$ cat src/design/assert_macros.svh
// ----------------------------------------------------------------------------
// Assertion macros
// Shared concurrent assertion wrappers, clocked on clk, disabled in reset.
// ----------------------------------------------------------------------------
`ifndef ASSERT_MACROS_SVH
`define ASSERT_MACROS_SVH

// Property must hold at every clock edge outside reset
`define ASSERT_CLK(label, prop, msg) \
    label: assert property (@(posedge clk) disable iff (!rst_n) prop) else $error(msg);

// Expression must never be true outside reset
`define ASSERT_NEVER(label, expr, msg) \
    label: assert property (@(posedge clk) disable iff (!rst_n) !(expr)) else $error(msg);

`endif

$ cat src/design/prs_ram.sv
// ----------------------------------------------------------------------------
// prs_ram
// Generic single-write, single-read RAM with registered read data.
// ----------------------------------------------------------------------------
module prs_ram #(
    parameter int unsigned WIDTH = 8,
    parameter int unsigned DEPTH = 16
) (
    input  logic                     clk,
    input  logic                     we,
    input  logic [$clog2(DEPTH)-1:0] waddr,
    input  logic [WIDTH-1:0]         wdata,
    input  logic                     re,
    input  logic [$clog2(DEPTH)-1:0] raddr,
    output logic [WIDTH-1:0]         rdata
);

    logic [WIDTH-1:0] mem [DEPTH];

    // Write port
    always_ff @(posedge clk)
    begin
        if (we)
        begin
            mem[waddr] <= wdata;
        end
    end

    // Registered read port
    always_ff @(posedge clk)
    begin
        if (re)
        begin
            rdata <= mem[raddr];
        end
    end

endmodule

$ cat config.mk
export PLATFORM = sky130hd
export DESIGN_NAME = prs_ram
export DESIGN_NICKNAME = d
export VERILOG_FILES = /design/src/design/assert_macros.svh /design/src/design/prs_ram.sv
export SDC_FILE = /design/constraint.sdc
export NUM_CORES = 1
export LEC_CHECK = 0
export BUFFER_PORTS_ARGS = -buffer_cell sky130_fd_sc_hd__buf_4
export CORE_MARGIN = 8
export CORE_UTILIZATION = 65
export CTS_CLUSTER_SIZE = 8
export DETAILED_ROUTE_END_ITERATION = 10
export HOLD_SLACK_MARGIN = 0.08
export PLACE_DENSITY = 0.94
export SLEW_MARGIN = 10
export SYNTH_ARGS = -nofsm -noshare
export SYNTH_HDL_FRONTEND = slang
export SYNTH_SLANG_ARGS = --single-unit
$ cat constraint.sdc
create_clock -name clk -period 4.06 [get_ports clk]
set_input_delay 0.812 -clock clk [delete_from_list [all_inputs] [get_ports clk]]
set_output_delay 0.812 -clock clk [all_outputs]
set_load 0.02 [all_outputs]
==> flow_metrics.tcl, run 1 <==
set metrics [dict create \
    p_leak_nw 2.03 \
    crit_type "in -> reg" \
    slew-limit-headroom_pct 21.4 \
    p_per_area_nw_per_um2 539 \
    setup_violations 0 \
    critPathCaptureType "register" \
    cpPeakStageDelay_ns 0.91 \
    clk_pin_slew_ns 0.06 \
    fin_crit_sh_pct 54.8 \
    rsz0062_at_grt "no" \
    syn_nets 248 \
    slew_viol_final 0 \
    p_int_w 0.00263 \
    yosysSeqAreaShare_pct 78.1 \
    fp-row-count 32 \
    finalHoldViolCount 0 \
    grt_pass1_wl_um 16600 \
    cts.sinks 136 \
    max_freq_mhz 449 \
    maxCapViolations 0 \
    regToRegStartpoint "mem[1][5]" \
    drive_gt1_share_pct 26.6 \
    grt_pass1_vias 2731 \
    clk_latency_ns 0.51 \
    stdcell_count 380 \
    portBuffers 26 \
    finalWirelength_um 11100 \
    tightest_slew_ns 1.17 \
    place_inst 350 \
    core_area_um2 7770 \
    yosysTopAreaCell "edfxtp_1" \
    tritoncts "done" \
    finalCriticalPeriod_ns 2.23 \
    startpoint "waddr[2]" \
    ir_drop_v 0.000473 \
    wl_met3_um 917 \
    power_frac_seq_pct 48.7 \
    swShare_pct 19.5 \
    yosysWarnings 0 \
    grtUsageTotal_pct 20.9 \
    vias_per_cell 6.74 \
    clock-root-buffer "clkbuf_8" \
    p_total_w 0.00327 \
    yosys-top-cells-area "edfxtp_1 78%, mux4_2 7.8%, mux4_1 7.0%" \
    highest_layer "met4" \
    r2r_slack_ns 2.45 \
    htreeDepth 4 \
    cts_made_buffers 17 \
    pwr-share-clk_pct 46.5 \
    num-fill-cells 399 \
    wl_met2_um 5590 \
    cts_buffer_depth 2 \
    crit_required_ns 4.19 \
    critical_path.top_delay_family "simple AND/OR/NAND/NOR gates" \
    final_net_count 286 \
    wl_per_cell_um 29.1 \
    synth_top_area_share_pct 78.1 \
    path_depth 3 \
    start_util_pct 67.3 \
    die-area_um2 11200 \
    p_sw_w 0.000639 \
    grt_max_degree 33 \
    outcome "complete, no violations" \
    pwr-share-comb_pct 4.8 \
    postCtsSetupBuffers 0 \
    post-route-util_pct 78.1 \
    cp_data_arrival_time_ns 2.35 \
    ant_nets 0 \
    place.gp.congestion 0.793 \
    cts_resized 0 \
    crit_path_top_delay_cell "nor3_1" \
    rr_worst_depth 3 \
    cp-start-kind "primary input" \
    avgSynthCellArea_um2 22.8 \
    r2r_end "rdata[5]" \
    holdBufCountCts 0 \
    syn_area_um2 5230 \
    setup.worst_path.end "mem[0][4]" \
    synth_seq_cells 136 \
    synth_cell_types 18 \
    drt-met1-wl_um 4270 \
    path_buf_inv 1 \
    drc_errors 0 \
    num_vias 2561 \
    final_common_cell "edfxtp_1" \
    drt_iter0_markers 259 \
    tns_ns 0 \
    hp-class "in -> reg" \
    hpwl_um 6360 \
    diodes 0 \
    die_h_um 106 \
    die_width_um 106 \
    path_cells "buf_4 > or3b_2 > nor3_1" \
    finClkSkew_ns 0.00651 \
    ios 27 \
    synthToLayoutAreaGrowth_pct 16.0 \
    syn-instance-count 229 \
    dr.pass1.iters 4 \
    crit_fanout 8 \
    grt-ovfl-total 0 \
    final_cell_mix "136 x edfxtp_1, 29 x buf_4, 18 x mux4_2" \
    antenna_found_initial 0 \
]
[logic make-up after synthesis]
kind of cell | synth area share [%]
AOI/OAI and AO/OA | 2.30
buffers and inverters | 1.65
DFF | 78.1
muxes | 14.8
and+or+nand+nor | 3.14
[state kept, by name, summed over array words and instances (netlist names)]
name   flops
rdata      8
mem      128
[layer usage]
metal	GRT usage [%]	vias to the layer above
met2	33.1	167
met1	26.3	1317
met3	5.36	25
met4	10.5	0
li1	-	1052
met5	0	-
[worst reg2reg max path, cell delays in order (launching register included)]
cell,delay [ns]
edfxtp_1,0.39
mux4_1,0.57
a22oi_1,0.30
nand2_1,0.10
[cells in the mapped netlist]
cell type	count
nand3b_1	2
nand3_1	1
edfxtp_1	136
buf_2	3
nand2b_1	2
buf_4	1
mux4_2	18
nand2_1	9
or3b_2	1
mux4_1	14
a22oi_1	16
nor3_1	4
and2_1	1
and2b_1	1
buf_6	3
clkdlybuf4s25_2	3
nor2b_1	1
nor2_1	13
[power groups by stage]
stage / sequential, W / clock, W / combinational [W]
floorplan: 0.00163 / 0 / 0.0000798
global placement: 0.00162 / 0 / 0.000145
detailed placement: 0.00162 / 0 / 0.000153
CTS: 0.00159 / 0.00151 / 0.000157
global route: 0.00160 / 0.00158 / 0.000167
finish: 0.00159 / 0.00152 / 0.000157
[area by class of cell]
class / count / area [µm²] / area share (%)
repair buffers: 29 / 218 / 3.59
clock inverters: 10 / 154 / 2.54
clock buffers: 20 / 425 / 7.01
well taps: 102 / 128 / 2.10
multi-input cells: 83 / 1060 / 17.4
flip-flops and latches: 136 / 4080 / 67.3
[worst min path at each step]
stage	startpoint	to	slack [ns]	cells after the start
floorplan	mem[7][0]	rdata[0]	0.70	3
global placement	mem[14][7]	rdata[7]	0.73	3
detailed placement	mem[15][7]	rdata[7]	0.74	3
CTS	wdata[2]	mem[5][2]	0.59	1
global route	wdata[1]	mem[13][1]	0.61	1
finish	re	rdata[7]	0.61	1
[through the flow]
step / worst slack [ns] / hold WS, ns / cell area, µm²
6_report: 1.83 / 0.610 / 6070
5_1_grt: 1.80 / 0.613 / 6070
4_1_cts: 1.86 / 0.592 / 6070
3_5_place_dp: 1.39 / 0.744 / 5490
3_3_place_gp: 1.48 / 0.726 / 5490
2_1_floorplan: 1.76 / 0.705 / 5230
Note: power is estimated with default switching activity, not from simulation.
==> inputs of run 2 (changes only) <==
--- a/config.mk
+++ b/config.mk
@@ -5,13 +5,14 @@
 export SDC_FILE = /design/constraint.sdc
 export NUM_CORES = 1
 export LEC_CHECK = 0
+export ABC_AREA = 1
 export BUFFER_PORTS_ARGS = -buffer_cell sky130_fd_sc_hd__buf_4
 export CORE_MARGIN = 8
-export CORE_UTILIZATION = 65
+export CORE_UTILIZATION = 55
 export CTS_CLUSTER_SIZE = 8
 export DETAILED_ROUTE_END_ITERATION = 10
 export HOLD_SLACK_MARGIN = 0.08
-export PLACE_DENSITY = 0.94
+export PLACE_DENSITY = 0.85
 export SLEW_MARGIN = 10
 export SYNTH_ARGS = -nofsm -noshare
 export SYNTH_HDL_FRONTEND = slang
==> constraint.sdc (replaced) <==
create_clock -name clk -period 2 [get_ports clk]
set_input_delay 0.4 -clock clk [delete_from_list [all_inputs] [get_ports clk]]
set_output_delay 0.4 -clock clk [all_outputs]
set_load 0.02 [all_outputs]
==> flow_metrics.tcl, run 2 <==
set metrics [dict create \
    outcome "complete, no violations" \
    core_area_um2 10300 \
    grt_pass1_wl_um 21000 \
    fp-row-count 37 \
    crit_path_top_delay_cell "edfxtp_1" \
    synth_seq_cells 136 \
    crit_required_ns 1.60 \
    cp_data_arrival_time_ns 1.07 \
    drc_errors 0 \
    critical_path.top_delay_family "flip-flops" \
    stdcell_count 740 \
    r2r_end "rdata[2]" \
    slew_viol_final 0 \
    hp-class "in -> reg" \
    crit_type "reg -> out" \
    finalCriticalPeriod_ns 1.47 \
    htreeDepth 4 \
    yosysTopAreaCell "edfxtp_1" \
    largest_register_ffs 128 \
    rr_worst_depth 6 \
    cts.sinks 136 \
    final_common_cell "nand2_1" \
    slew-limit-headroom_pct 58.5 \
    finalHoldViolCount 0 \
    die_width_um 119 \
    syn_nets 570 \
    grt-ovfl-total 0 \
    ios 27 \
    portBuffers 26 \
    grtUsageTotal_pct 19.4 \
    hpwl_um 7800 \
    synth_cell_types 11 \
    regToRegStartpoint "mem[1][2]" \
    yosysWarnings 0 \
    finClkSkew_ns 0.00849 \
    synth_edf_count 136 \
    synth_top_area_share_pct 69.8 \
    final_cell_mix "173 x nand2_1, 136 x edfxtp_1, 100 x inv_1" \
    cts_buffer_depth 2 \
    crit_fanout 1 \
    cpPeakStageDelay_ns 0.38 \
    critPathCaptureType "output pin" \
    async_flop_share_pct 0 \
    postCtsSetupBuffers 0 \
    min_path_cells 1 \
    final_net_count 610 \
    p_leak_nw 2.95 \
    num-fill-cells 730 \
    yosysSeqAreaShare_pct 69.8 \
    synthFlopType "edfxtp_1" \
    tns_ns 0 \
    num_vias 3944 \
    tightest_slew_ns 0.622 \
    drt_iter0_markers 430 \
    syn_area_um2 5850 \
    rsz0062_at_grt "no" \
    max_freq_mhz 682 \
    vias_per_cell 5.33 \
    diodes 0 \
    clk_latency_ns 0.51 \
    p_per_area_nw_per_um2 996 \
    finalWirelength_um 13000 \
    hold_end "rdata[6]" \
    r2r_slack_ns 0.80 \
    setup_violations 0 \
    fin_crit_sh_pct 73.3 \
    grt_max_degree 65 \
    tritoncts "done" \
    wl_per_cell_um 17.6 \
    min-delay-start "re" \
    yosys-top-cells-area "edfxtp_1 70%, nand2_1 11%, nand3_1 8.3%" \
    synthToLayoutAreaGrowth_pct 16.5 \
    dr.pass1.iters 5 \
    start_util_pct 56.6 \
    cts_made_buffers 17 \
    yosysMostFrequentCell "nand2_1" \
    drive_gt1_share_pct 12.4 \
    grt_pass1_vias 3951 \
    startpoint "rdata[5]" \
    syn-instance-count 551 \
    reg.largest.list "mem x128, rdata x8" \
    ant_nets 0 \
    top_register "mem" \
    die-area_um2 14200 \
    clock-root-buffer "clkbuf_8" \
    place.gp.congestion 0.851 \
    place_inst 708 \
    cts_resized 0 \
    ys_top_cells_by_count "173 x nand2_1, 136 x edfxtp_1, 100 x inv_1" \
    avgSynthCellArea_um2 10.6 \
    die_h_um 119 \
    maxCapViolations 0 \
    ir_drop_v 0.000652 \
    holdBufCountCts 0 \
    path_cells "buf_4" \
    cp-start-kind "register" \
    clk_pin_slew_ns 0.06 \
    antenna_found_initial 0 \
    path_buf_inv 1 \
]
[run 2: worst max-delay path by stage]
| stage | end | slack (ns) | cells past startpoint |
|---|---|---|---|
| floorplan | mem[10][0] | 0.65 | 2 |
| global placement | rdata[7] | 0.29 | 5 |
| detailed placement | rdata[7] | 0.29 | 5 |
| CTS | rdata[3] | 0.51 | 1 |
| global route | rdata[7] | 0.49 | 1 |
| finish | rdata[5] | 0.53 | 1 |
[run 2: kinds of logic after synthesis]
kind of cell           Yosys count  synth area share [%]
buffers and inverters          126                  9.39
flip-flops                     136                  69.8
AND/OR/NAND/NOR                289                  20.8
[run 2: through the flow]
stage | setup slack (ns) | cell area (µm²) | util [%] | hold WS [ns] | power (W)
6_report | 0.534 | 6810 | 66.0 | 0.176 | 0.00679
5_1_grt | 0.494 | 6810 | 66.0 | 0.153 | 0.00700
4_1_cts | 0.515 | 6810 | 66.0 | 0.157 | 0.00681
3_5_place_dp | 0.288 | 6210 | 60.2 | 0.693 | 0.00370
3_3_place_gp | 0.292 | 6210 | 60.2 | 0.688 | 0.00368
2_1_floorplan | 0.649 | 5850 | - | 0.499 | 0.00353
[run 2: layout make-up]
cell class	instances	area, µm²	share of cell area, %
flip-flops and latches	136	4080	59.9
multi-input cells	289	1210	17.8
clock buffers	19	422	6.19
inverters	102	383	5.62
repair buffers	45	363	5.33
clock inverters	13	179	2.63
well taps	136	170	2.50
[run 2: report_power, final]
| group | switching (W) | internal, W |
|---|---|---|
| sequential | 0.0000169 | 0.00321 |
| clock | 0.00113 | 0.00201 |
| combinational | 0.000288 | 0.000129 |
[run 2: layer usage]
| layer | vias to the layer above | GRT usage [%] | share of wire [%] |
|---|---|---|---|
| met5 | - | 0 | 0 |
| met3 | 27 | 4.39 | 8.5 |
| met4 | 0 | 8.93 | 2.6 |
| met1 | 1852 | 24.3 | 40 |
| met2 | 206 | 31.4 | 49 |
| li1 | 1859 | - | - |
